==> config.mk <==
export PLATFORM = sky130hd
export DESIGN_NAME = accel_step_counter
export DESIGN_NICKNAME = d
export VERILOG_FILES = /design/src/rtl/core/asc_pkg.sv /design/src/rtl/core/asc_iter_unit.sv /design/src/rtl/core/accel_step_counter.sv
export SDC_FILE = /design/constraint.sdc
export NUM_CORES = 1
export LEC_CHECK = 0
export CORE_MARGIN = 3
export CORE_UTILIZATION = 50
export CTS_CLUSTER_SIZE = 20
export DETAILED_ROUTE_END_ITERATION = 16
export DONT_BUFFER_PORTS = 1
export PLACE_DENSITY_LB_ADDON = 0.25
export SLEW_MARGIN = 10
export SYNTH_ARGS = -nofsm -noshare
export SYNTH_HDL_FRONTEND = slang
export SYNTH_SLANG_ARGS = --single-unit
==> constraint.sdc <==
create_clock -name aclk -period 16.6 [get_ports aclk]
set_clock_uncertainty 0.2 [all_clocks]
set_input_delay 2.49 -clock aclk [delete_from_list [all_inputs] [get_ports aclk]]
set_output_delay 2.49 -clock aclk [all_outputs]
set_load 0.02 [all_outputs]
==> src/rtl/core/asc_pkg.sv <==
package asc_pkg;

    localparam int ONE_G_SCALE    = 4096;
    localparam int SAVE_INTERVAL  = 100;
    localparam int THRESH_DIVISOR = 200;
    localparam int RATE_NUMERATOR = 960000;
    localparam int THRESH_RESET   = 45;

    localparam int RATE_W  = 20;
    localparam int SQRT_STEPS = 16;
    localparam int DIV_STEPS  = RATE_W;
    localparam int CNT_W   = $clog2(DIV_STEPS + 1);
    localparam int SAVE_W  = $clog2(SAVE_INTERVAL + 1);
    localparam int CMP_W   = $clog2(65536 * THRESH_DIVISOR + ONE_G_SCALE * THRESH_DIVISOR
                                    + 256 * ONE_G_SCALE) + 1;
    localparam int ONE_TERM = ONE_G_SCALE * THRESH_DIVISOR;

    localparam logic REG_THRESHOLD = 1'b0;

    typedef struct packed {
        logic signed [15:0] accel_x;
        logic signed [15:0] accel_y;
        logic signed [15:0] accel_z;
        logic [31:0]        timestamp_ms;
    } asc_in_t;

    typedef struct packed {
        logic [31:0]       step_total;
        logic              step_seen;
        logic              save_due;
        logic [RATE_W-1:0] step_rate;
        logic              rate_valid;
        logic [15:0]       smoothed_magnitude;
    } asc_out_t;

    typedef enum logic [0:0] {
        OP_SQRT,
        OP_DIV
    } asc_op_t;

    typedef struct packed {
        logic        start;
        asc_op_t     op;
        logic [31:0] operand;
        logic [31:0] divisor;
    } asc_req_t;

    typedef struct packed {
        logic              done;
        logic [RATE_W-1:0] result;
    } asc_resp_t;

    typedef enum logic [3:0] {
        ST_IDLE,
        ST_SQ_X,
        ST_SQ_Y,
        ST_SQ_Z,
        ST_ROOT_GO,
        ST_ROOT_WAIT,
        ST_DETECT,
        ST_DIV_WAIT,
        ST_OUT
    } asc_state_t;

endpackage

==> src/rtl/core/asc_iter_unit.sv <==
module asc_iter_unit (
    input  logic              aclk,
    input  logic              aresetn,
    input  asc_pkg::asc_req_t req,
    output asc_pkg::asc_resp_t resp
);
    import asc_pkg::*;

    logic [33:0]       rem_reg, rem_next;
    logic [31:0]       work_reg, work_next;
    logic [31:0]       div_reg, div_next;
    logic [RATE_W-1:0] quo_reg, quo_next;
    logic [CNT_W-1:0]  cnt_reg, cnt_next;
    asc_op_t           op_reg, op_next;
    logic              busy_reg, busy_next;
    logic              done_reg, done_next;

    logic [33:0] rem_sh;
    logic [33:0] sub;
    logic [34:0] diff;
    logic        ge;

    // one shift-subtract step, shared by root and divide
    always_comb begin
        if (op_reg == OP_SQRT) begin
            rem_sh = {rem_reg[31:0], work_reg[31:30]};
            sub    = {16'b0, quo_reg[15:0], 2'b01};
        end else begin
            rem_sh = {rem_reg[32:0], work_reg[31]};
            sub    = {2'b0, div_reg};
        end
        diff = {1'b0, rem_sh} - {1'b0, sub};
        ge   = ~diff[34];
    end

    always_comb begin
        rem_next  = rem_reg;
        work_next = work_reg;
        div_next  = div_reg;
        quo_next  = quo_reg;
        cnt_next  = cnt_reg;
        op_next   = op_reg;
        busy_next = busy_reg;
        done_next = 1'b0;
        if (req.start) begin
            rem_next  = '0;
            quo_next  = '0;
            op_next   = req.op;
            div_next  = req.divisor;
            busy_next = 1'b1;
            if (req.op == OP_SQRT) begin
                work_next = req.operand;
                cnt_next  = CNT_W'(SQRT_STEPS);
            end else begin
                work_next = {req.operand[RATE_W-1:0], (32-RATE_W)'(0)};
                cnt_next  = CNT_W'(DIV_STEPS);
            end
        end else if (busy_reg) begin
            rem_next  = ge ? diff[33:0] : rem_sh;
            quo_next  = {quo_reg[RATE_W-2:0], ge};
            work_next = (op_reg == OP_SQRT) ? {work_reg[29:0], 2'b00}
                                            : {work_reg[30:0], 1'b0};
            cnt_next  = cnt_reg - CNT_W'(1);
            if (cnt_reg == CNT_W'(1)) begin
                busy_next = 1'b0;
                done_next = 1'b1;
            end
        end
    end

    always_ff @(posedge aclk) begin
        if (!aresetn) begin
            busy_reg <= 1'b0;
            done_reg <= 1'b0;
            cnt_reg  <= '0;
        end else begin
            busy_reg <= busy_next;
            done_reg <= done_next;
            cnt_reg  <= cnt_next;
        end
        rem_reg  <= rem_next;
        work_reg <= work_next;
        div_reg  <= div_next;
        quo_reg  <= quo_next;
        op_reg   <= op_next;
    end

    assign resp.done   = done_reg;
    assign resp.result = quo_reg;

endmodule

==> src/rtl/core/accel_step_counter.sv <==
// accel_step_counter: pedometer on a stream of 3-axis accelerometer samples
//
// s_ channel: one beat per sample (x, y, z in Q3.12 plus a ms timestamp).
// m_ channel: one beat per sample with the step count, step and save flags,
// the step rate (16ths of a step per minute) and the smoothed magnitude.
// apb port: register 0 at address 0 holds the 8-bit hysteresis threshold.
//
// one sample is handled at a time. the squares go through one 16x16
// multiplier in turn, x, y then z; the root (16 steps) and the rate divide
// (20 steps) run on one shared shift-subtract unit; a step with an earlier
// step time and a nonzero interval also runs the rate divide. the next
// sample can be taken in the cycle after its result is loaded.
//
// the result sits in an output register; a new sample is accepted while it
// waits. if the receiver stalls, the following result waits in the
// sequencer and s_ready stays low until the output register frees up.
// reset clears the count, the filter and the detector to the up phase and
// sets the threshold to 45.
module accel_step_counter (
    input  logic               aclk,
    input  logic               aresetn,
    input  logic               s_valid,
    output logic               s_ready,
    input  asc_pkg::asc_in_t   s_data,
    output logic               m_valid,
    input  logic               m_ready,
    output asc_pkg::asc_out_t  m_data,
    input  logic               psel,
    input  logic               penable,
    input  logic               pwrite,
    input  logic [2:0]         paddr,
    input  logic [31:0]        pwdata,
    output logic [31:0]        prdata,
    output logic               pready
);
    import asc_pkg::*;

    asc_state_t state_reg, state_next;

    asc_in_t           in_reg, in_next;
    logic [7:0]        threshold_reg, threshold_next;
    logic [31:0]       sumsq_reg, sumsq_next;
    logic [15:0]       filt_reg, filt_next;
    logic              phase_reg, phase_next;
    logic [31:0]       count_reg, count_next;
    logic [SAVE_W-1:0] mod_reg, mod_next;
    logic [31:0]       last_reg, last_next;
    logic              have_reg, have_next;
    logic [RATE_W-1:0] rate_reg, rate_next;
    logic              rate_ok_reg, rate_ok_next;
    logic              seen_reg, seen_next;
    logic              save_reg, save_next;
    asc_out_t          out_reg, out_next;
    logic              m_valid_reg, m_valid_next;

    asc_req_t  req;
    asc_resp_t resp;

    logic              accept;
    logic              out_load;
    logic              cfg_write;
    logic signed [15:0] axis;
    logic [15:0]       axis_abs;
    logic [31:0]       prod;
    logic [CMP_W-1:0]  lvl;
    logic [CMP_W-1:0]  thr_term;
    logic              fall;
    logic              rise;
    logic              step_fire;
    logic [31:0]       dt;
    logic              div_go;
    logic [16:0]       filt_sum;

    asc_iter_unit u_iter (
        .aclk    (aclk),
        .aresetn (aresetn),
        .req     (req),
        .resp    (resp)
    );

    // configuration port
    assign pready    = 1'b1;
    assign cfg_write = psel && penable && pwrite;
    assign prdata    = (paddr[2] == REG_THRESHOLD) ? 32'(threshold_reg) : 32'b0;

    always_comb begin
        threshold_next = threshold_reg;
        if (cfg_write && paddr[2] == REG_THRESHOLD) begin
            threshold_next = pwdata[7:0];
        end
    end

    // square of one axis per cycle
    always_comb begin
        case (state_reg)
            ST_SQ_X: axis = in_reg.accel_x;
            ST_SQ_Y: axis = in_reg.accel_y;
            default: axis = in_reg.accel_z;
        endcase
        axis_abs = axis[15] ? 16'(-axis) : axis;
        prod     = 32'(axis_abs) * 32'(axis_abs);
    end

    // detector terms
    assign lvl       = CMP_W'(filt_reg) * CMP_W'(THRESH_DIVISOR);
    assign thr_term  = CMP_W'(threshold_reg) * CMP_W'(ONE_G_SCALE);
    assign fall      = (lvl + thr_term) < CMP_W'(ONE_TERM);
    assign rise      = lvl > (CMP_W'(ONE_TERM) + thr_term);
    assign step_fire = !phase_reg && fall;
    assign dt        = in_reg.timestamp_ms - last_reg;
    assign div_go    = (state_reg == ST_DETECT) && step_fire && have_reg && (dt != 32'b0);
    assign filt_sum  = 17'(resp.result[15:0]) + 17'(filt_reg);

    // next state
    always_comb begin
        state_next = state_reg;
        case (state_reg)
            ST_IDLE:      if (s_valid) state_next = ST_SQ_X;
            ST_SQ_X:      state_next = ST_SQ_Y;
            ST_SQ_Y:      state_next = ST_SQ_Z;
            ST_SQ_Z:      state_next = ST_ROOT_GO;
            ST_ROOT_GO:   state_next = ST_ROOT_WAIT;
            ST_ROOT_WAIT: if (resp.done) state_next = ST_DETECT;
            ST_DETECT:    state_next = div_go ? ST_DIV_WAIT : ST_OUT;
            ST_DIV_WAIT:  if (resp.done) state_next = ST_OUT;
            ST_OUT:       if (!m_valid_reg || m_ready) state_next = ST_IDLE;
            default:      state_next = ST_IDLE;
        endcase
    end

    // sequencer outputs
    always_comb begin
        s_ready     = 1'b0;
        out_load    = 1'b0;
        req.start   = 1'b0;
        req.op      = OP_SQRT;
        req.operand = sumsq_reg;
        req.divisor = dt;
        case (state_reg)
            ST_IDLE: s_ready = 1'b1;
            ST_ROOT_GO: req.start = 1'b1;
            ST_DETECT: begin
                req.op      = OP_DIV;
                req.operand = 32'(RATE_NUMERATOR);
                req.start   = div_go;
            end
            ST_OUT: out_load = !m_valid_reg || m_ready;
            default: ;
        endcase
    end

    assign accept = s_valid && s_ready;

    // datapath
    always_comb begin
        in_next      = in_reg;
        sumsq_next   = sumsq_reg;
        filt_next    = filt_reg;
        phase_next   = phase_reg;
        count_next   = count_reg;
        mod_next     = mod_reg;
        last_next    = last_reg;
        have_next    = have_reg;
        rate_next    = rate_reg;
        rate_ok_next = rate_ok_reg;
        seen_next    = seen_reg;
        save_next    = save_reg;
        out_next     = out_reg;
        m_valid_next = m_valid_reg;

        if (accept) begin
            in_next   = s_data;
            seen_next = 1'b0;
            save_next = 1'b0;
        end

        case (state_reg)
            ST_SQ_X: sumsq_next = prod;
            ST_SQ_Y, ST_SQ_Z: sumsq_next = sumsq_reg + prod;
            ST_ROOT_WAIT: if (resp.done) filt_next = filt_sum[16:1];
            ST_DETECT: begin
                if (step_fire) begin
                    phase_next = 1'b1;
                    count_next = count_reg + 32'd1;
                    seen_next  = 1'b1;
                    // a wrap of the count to zero is a multiple too
                    if (count_reg == '1) begin
                        mod_next = '0;
                    end else if (mod_reg == SAVE_W'(SAVE_INTERVAL - 1)) begin
                        mod_next = '0;
                    end else begin
                        mod_next = mod_reg + SAVE_W'(1);
                    end
                    save_next = (count_reg == '1) || (mod_reg == SAVE_W'(SAVE_INTERVAL - 1));
                    if (have_reg && dt == 32'b0) begin
                        rate_next    = RATE_W'(RATE_NUMERATOR);
                        rate_ok_next = 1'b1;
                    end
                    last_next = in_reg.timestamp_ms;
                    have_next = 1'b1;
                end else if (phase_reg && rise) begin
                    phase_next = 1'b0;
                end
            end
            ST_DIV_WAIT: begin
                if (resp.done) begin
                    rate_next    = resp.result;
                    rate_ok_next = 1'b1;
                end
            end
            default: ;
        endcase

        if (out_load) begin
            out_next.step_total         = count_reg;
            out_next.step_seen          = seen_reg;
            out_next.save_due           = save_reg;
            out_next.step_rate          = rate_reg;
            out_next.rate_valid         = rate_ok_reg;
            out_next.smoothed_magnitude = filt_reg;
            m_valid_next                = 1'b1;
        end else if (m_ready) begin
            m_valid_next = 1'b0;
        end
    end

    always_ff @(posedge aclk) begin
        if (!aresetn) begin
            state_reg     <= ST_IDLE;
            threshold_reg <= 8'(THRESH_RESET);
            filt_reg      <= '0;
            phase_reg     <= 1'b0;
            count_reg     <= '0;
            mod_reg       <= '0;
            last_reg      <= '0;
            have_reg      <= 1'b0;
            rate_reg      <= '0;
            rate_ok_reg   <= 1'b0;
            m_valid_reg   <= 1'b0;
        end else begin
            state_reg     <= state_next;
            threshold_reg <= threshold_next;
            filt_reg      <= filt_next;
            phase_reg     <= phase_next;
            count_reg     <= count_next;
            mod_reg       <= mod_next;
            last_reg      <= last_next;
            have_reg      <= have_next;
            rate_reg      <= rate_next;
            rate_ok_reg   <= rate_ok_next;
            m_valid_reg   <= m_valid_next;
        end
        in_reg    <= in_next;
        sumsq_reg <= sumsq_next;
        seen_reg  <= seen_next;
        save_reg  <= save_next;
        out_reg   <= out_next;
    end

    assign m_valid = m_valid_reg;
    assign m_data  = out_reg;

    // a new sample always starts with the x square
    a_accept_starts: assert property (@(posedge aclk) disable iff (!aresetn)
        accept |=> state_reg == ST_SQ_X)
        else $error("accepted sample did not start the sequence");

    // the shared unit only finishes while the sequencer waits for it
    a_done_waited: assert property (@(posedge aclk) disable iff (!aresetn)
        resp.done |-> (state_reg == ST_ROOT_WAIT || state_reg == ST_DIV_WAIT))
        else $error("iteration unit finished outside a wait state");

    // a save beat is always a step beat
    a_save_on_step: assert property (@(posedge aclk) disable iff (!aresetn)
        m_valid_reg && out_reg.save_due |-> out_reg.step_seen)
        else $error("save flag without a step");

    // a rate needs an earlier step time
    a_rate_needs_last: assert property (@(posedge aclk) disable iff (!aresetn)
        rate_ok_reg |-> have_reg)
        else $error("rate valid before any step time was kept");

    // the save counter stays below its interval
    a_mod_range: assert property (@(posedge aclk) disable iff (!aresetn)
        mod_reg < SAVE_W'(SAVE_INTERVAL))
        else $error("save counter out of range");

    // a step in the detector bumps the count by one
    a_step_counts: assert property (@(posedge aclk) disable iff (!aresetn)
        state_reg == ST_DETECT && step_fire |=> count_reg == $past(count_reg) + 32'd1)
        else $error("step did not advance the count");

endmodule

# ---- After elaboration in Yosys (flattened, before gate mapping)
# Index checks and enable logic that the tools add are counted.
dict set report totals {
  register_bits 433
  latchBits 0
  ram_bits 0
  rom_bits 0
  input_bits 122
  wordCells 144
  memories 0
}
dict set report op_classes {
  add_sub_neg 10
  mul 2
  div 0
  order_cmp 2
  n_eq_ne 17
  n_shift 0
  n_mux 48
  bitwise_logic 4
  n_reduce_logical 29
}
# op count
set ops {}
lappend ops {{2-to-1 mux 32 bit} 5}
lappend ops {{2-to-1 mux 33 bit} 2}
lappend ops {{case mux 32 bit (2 select lines)} 1}
lappend ops {{2-to-1 mux 20 bit} 3}
lappend ops {{case mux 20 bit (2 select lines)} 1}
lappend ops {{case mux 4 bit (9 select lines)} 1}
lappend ops {{subtractor 34 x 32 -> 35 bit} 1}
lappend ops {{2-to-1 mux 34 bit} 1}
lappend ops {{adder 32 x 1 -> 32 bit (second input constant)} 1}
lappend ops {{adder 32 bit} 1}
lappend ops {{equality test 32 bit (second input constant)} 1}
lappend ops {{logical NOT 32 bit} 1}
lappend ops {{multiplier 16 x 16 -> 32 bit} 1}
lappend ops {{case mux 16 bit (2 select lines)} 1}
lappend ops {{nonzero test 32 bit} 1}
lappend ops {{subtractor 32 bit} 1}
lappend ops {{adder 24 x 20 -> 25 bit} 1}
lappend ops {{less-than comparator 25 x 20 -> 1 bit (second input constant)} 1}
lappend ops {{> comparator 24 x 21 -> 1 bit} 1}
lappend ops {{adder 20 x 20 -> 21 bit (first input constant)} 1}
lappend ops {{multiplier 16 x 5 -> 21 bit (second input constant)} 1}
lappend ops {{2-to-1 mux 4 bit} 5}
lappend ops {{2-to-1 mux 1 bit} 19}
lappend ops {{adder 16 x 16 -> 17 bit} 1}
lappend ops {{27 further kinds} 59}

# ---- Longest topological paths before layout
dict set report logic_depth {
  word_depth 9
  ltp_mapped 46
  ltp_nobuf 43
}

# ---- By module
# Synthesis repeated with hierarchy kept, for this count alone.
dict set report hier_totals {
  cells_unflattened 3548
  hier_area_um2 33457.1
}
# mod n_inst cells_per_inst area_per_inst_um2 seq_area_each_um2
set modules_own_cells {}
lappend modules_own_cells {accel_step_counter 1 2769 25823.5 7997.7}
lappend modules_own_cells {asc_iter_unit 1 779 7633.6 3153.0}

# ---- Worst setup path before layout
# OpenSTA, ideal clock, no wires.
dict set report synth_path {
  path_type {reg2reg}
  startpoint {register state_reg[0]}
  endpoint {register sumsq_reg[30] (data pin)}
  setup_time_ns 0.260
  arrival_ns 10.374
  required_time_ns 16.140
  setup_slack_ns 5.766
  stages_incl_launch_ff 45
  cell_sequence {dfxtp_1 > clkbuf_1 > clkbuf_1 > clkbuf_1 > o221a_1 > clkinv_1 > clkbuf_1 > ha_1 > and4_1 > a31oi_1 > xor2_1 > inv_1 > clkbuf_1 > nand2_1 > inv_1 > fa_1 > inv_1 > fa_1 > (+9 left out) > a21o_1 > a21o_1 > and3_1 > a221o_1 > o211a_1 > o21a_1 > o21a_1 > o21ai_0 > and3_1 > nor2_1 > ha_1 > or3_1 > a211oi_1 > o41ai_1 > a21o_1 > a21oi_1 > xnor2_1 > mux2_2}
}
dict set report synth_via {
  elab_chain_cells 7
  elab_cells_between_ends 10
  cone_classes {2 x add/sub; 1 x mul; 3 x eq/ne; 3 x mux; 1 x reduce/logical}
}
# item line
set synth_rtl {}
lappend synth_rtl {{start: declaration} accel_step_counter.sv:38} ;# asc_state_t state_reg, state_next;
lappend synth_rtl {{start signal: assignment} accel_step_counter.sv:241} ;# state_reg <= state_next;
lappend synth_rtl {{equality test 4 x 2 -> 1 bit or equality test 4 x 1 -> 1 bit (tied branches)} {accel_step_counter.sv:95, accel_step_counter.sv:177}}
lappend synth_rtl {{case mux 16 bit (2 select lines)} accel_step_counter.sv:95} ;# case (state_reg)
lappend synth_rtl {{negator 16 bit} accel_step_counter.sv:100} ;# axis_abs = axis[15] ? 16'(-axis) : axis;
lappend synth_rtl {{2-to-1 mux 16 bit} accel_step_counter.sv:100}
lappend synth_rtl {{multiplier 16 x 16 -> 32 bit} accel_step_counter.sv:101} ;# prod = 32'(axis_abs) * 32'(axis_abs);
lappend synth_rtl {{adder 32 bit} accel_step_counter.sv:179} ;# ST_SQ_Y, ST_SQ_Z: sumsq_next = sumsq_reg + prod;
lappend synth_rtl {{case mux 32 bit (2 select lines) *} accel_step_counter.sv:177} ;# case (state_reg)
lappend synth_rtl {{net sumsq_next[30]} accel_step_counter.sv:42} ;# logic [31:0] sumsq_reg, sumsq_next;
lappend synth_rtl {{end signal: assignment} accel_step_counter.sv:254} ;# sumsq_reg <= sumsq_next;
lappend synth_rtl {{end: declaration} accel_step_counter.sv:42}
# The timed path passes the listed nets; every way through them passes the cells marked *.
# A chain may end at the register's enable or synchronous reset.

# ---- Worst setup path in the final report
dict set report layout_path {
  startpoint {register state_reg[3]}
  endpoint {register sumsq_reg[30] (data pin)}
}
# The elaborated chain is that of the path after synthesis.

==> metrics.log <==
[metrics] status: finished clean
[metrics] # hold bufs at CTS: 0
[metrics] Iteration-0 DRC Markers: 1,634
[metrics] max-capacitance violation count: 0
[metrics] post-synthesis cell count: 3,478
[metrics] actual transition at the worst max-transition pin: 1150 ps
[metrics] ratio of cells with drive above 1 in the final layout: 5.928%
[metrics] standard cell with the maximum stage delay on the critical path: xor2_1
[metrics] cell accounting for the most synthesized area: edfxtp_1
[metrics] count of unique library cells instantiated by Yosys: 84
[metrics] dominant combinational cell family by area after synthesis: adder cells
[metrics] number of search-and-repair iterations in the first detailed-routing pass: 5
[metrics] CTS Buf Count: 49
[metrics] hold_ws: 229.4 ps
[metrics] mean number of vias per cell: 5.525
[metrics] Layout Nets: 4,020
[metrics] share of synthesized area spent on multiplexers: 4.345%
[metrics] dominant cells by area after synthesis: edfxtp_1 23%, dfxtp_1 11%, ha_1 11%
[metrics] peak per-stage delay on the critical path: 850 ps
[metrics] Hold Path Class: register to register
[metrics] post-route core utilization: 54.66%
[metrics] number of post-CTS setup repair buffers: 0
[metrics] initial antenna violation count: 8
[metrics] DRC: 0
[metrics] ranking of synthesized cells by instance count: 376 x inv_1, 337 x nand2_1, 285 x ha_1, 248 x edfxtp_1, 245 x nor2_1
[metrics] share of Yosys cell area claimed by the top area cell type: 22.59%
[metrics] non-filler cells, final: 4,335
[metrics] storage element area: 0.01115 mm²
[metrics] total area of multi-input combinational cells: 0.01980 mm²
[metrics] max-slew violation total from the final report: 0
[metrics] flip-flop count of the largest register after layout: 80
[metrics] classification of the worst setup path: register to register
[metrics] global-route usage over all layers: 21.24%
[metrics] Syn Std Cell Area: 0.03297 mm²
[metrics] final routed wire length divided by cell count: 17.06 µm
[metrics] number of vias after detailed routing: 23,950
[metrics] worst path arrival time: 13,010 ps
[metrics] fraction of registers with async set/reset: 0%
[metrics] antenna-violating nets left: 0
[metrics] GRT Residual Overflow: 0
[metrics] clock sink count: 433
[metrics] area fraction in compound gates after synthesis: 13.76%
[metrics] global placement routability congestion: 0.8835
[metrics] Die Outline Area: 0.06906 mm²
[metrics] global-route wire length before repair: 121,200 µm
[metrics] effective utilization at floorplan: 50.87%
[metrics] pin count of the biggest net entering global routing: 149
[metrics] CTS tree: yes
[metrics] number of enable-type register cells in the synthesized netlist: 248
[metrics] number of register bits inferred by synthesis: 433
[metrics] Period minus WS final: 12,870 ps
[metrics] boundary pin count: 228
[metrics] most common cell in the synthesized netlist: inv_1
[metrics] die boundary height: 262.8 µm
[metrics] HPWL reported at the end of detailed placement: 55,560 µm
[metrics] H-tree depth: 2
[metrics] synthesized-area fraction occupied by adder cells: 21.56%
[metrics] maximum root-to-sink buffer count: 3
[metrics] master cell of the clock root buffer: clkbuf_16
[metrics] Primary FF master, synth: edfxtp_1
[metrics] count of port buffers added during placement: 0
[metrics] largest driver fanout on the critical path: 20
[metrics] post-cts repair resize count: 0
[metrics] Die X: 262.8 µm
[metrics] final-layout fill cell count: 5,783
[metrics] post-route clock period utilization: 77.56%
[metrics] total wirelength of the detailed-routed design: 73,970 µm
[metrics] setup repair after global routing missed its margin: no
[metrics] Mean Syn Cell Area: 9.479 µm²
[metrics] count of placed standard cells including taps: 4,240
[metrics] Startpoint Class: register
[metrics] num rows: 93
[metrics] simple-gate share of the synthesized area: 15.50%
[metrics] Synth-to-Final Area Change: 7.450%
[metrics] sum of negative setup slack: 0 ps
[metrics] number of warnings printed during yosys synthesis: 0
[metrics] clock latency on the worst-skew pair: 590 ps
[metrics] vias in the first global route: 22,750
[metrics] synthesized-area fraction occupied by xor and xnor cells: 4.330%
[metrics] CTS clk-pin slew, worst paths: 60 ps
[metrics] final setup fails: 0
[metrics] Slew HR: 23.06%
[metrics] proportion of synthesized chip area in sequential cells: 33.82%
[metrics] achievable frequency: 77.67 MHz
[metrics] final count of hold timing violations: 0
[metrics] total core area: 0.06481 mm²
[metrics] type of destination of the critical path: register
[metrics] Worst R2R Setup Slack: 3730 ps
[metrics] Data required, critical path: 16,740 ps
metal layers:
metal / up-vias / track usage [%] / share of wire, % / wire [µm]
li1: 11970 / - / - / -
met1: 11350 / 30.48 / 47 / 35130
met2: 538 / 32.93 / 44 / 32490
met3: 93 / 4.325 / 6.4 / 4765
met4: 2 / 5.304 / 2.1 / 1568
met5: - / 0 / 0.027 / 20
critical path, delay by kind of cell (launching register included):
| family | cells | cell delay [ps] |
|---|---|---|
| muxes | 1 | 250 |
| adders and majority gates | 9 | 4350 |
| xor gates and xnor gates | 3 | 1150 |
| and+or+nand+nor | 6 | 980 |
| DFF | 1 | 460 |
| AOI/OAI and AO/OA | 12 | 3200 |
| buffers and inverters | 9 | 2000 |
stage by stage:
stage / worst slack (ps) / cell area, µm²
finish: 3725 / 35430
global route: 3044 / 35420
CTS: 3824 / 35410
detailed placement: 3854 / 33720
global placement: 3928 / 33720
floorplan: 5766 / 33100
final cells by class:
cell class / instances / share of cell area (%)
inverters: 384 / 4.072
well taps: 855 / 3.020
clock inverters: 31 / 1.183
multi-input cells: 2534 / 55.89
clock buffers: 59 / 3.596
diodes: 5 / 0.03532
repair buffers: 34 / 0.7205
flip-flops and latches: 433 / 31.48
cells in the final DEF, fill, tap and decap left out, drive strengths merged, types with 24 or more instances in the layout:
cell type    n
conb        36
and2        45
dfxtp      185
a21boi      39
a211oi      37
ha         285
fa         177
and3        39
nand2      337
inv        378
nor4        45
clkinv      26
nand4       24
nor2       246
mux2i      106
nand3       77
nor2b       44
nand2b      53
buf         34
edfxtp     248
a21o        77
mux2        33
o21ai      142
xor2        59
xnor2      104
nor3        85
a21oi      180
clkbuf      59
o21a        35
kinds of logic (layout without fill, tap and decap cells):
family / after synthesis / after routing
adder cells (fa/ha/maj): 462 / 462
AO/OA/AOI/OAI: 688 / 688
XOR/XNOR: 163 / 163
other: 2 / 41
multiplexers: 139 / 139
flip-flops: 433 / 433
buffers and inverters: 545 / 508
AND/OR/NAND/NOR: 1046 / 1046
worst paths after layout:
check	cells past startpoint	from	to
worst max-delay path	40	state_reg[3]	sumsq_reg[30]
worst min-delay path	0	seen_reg	m_data[38]
worst max register to register	40	state_reg[3]	sumsq_reg[30]
worst min register to register	0	seen_reg	m_data[38]
Power is left out: the tool's default activity adds up to more than one toggle a clock period on the data nets, which glitch-free logic cannot reach.
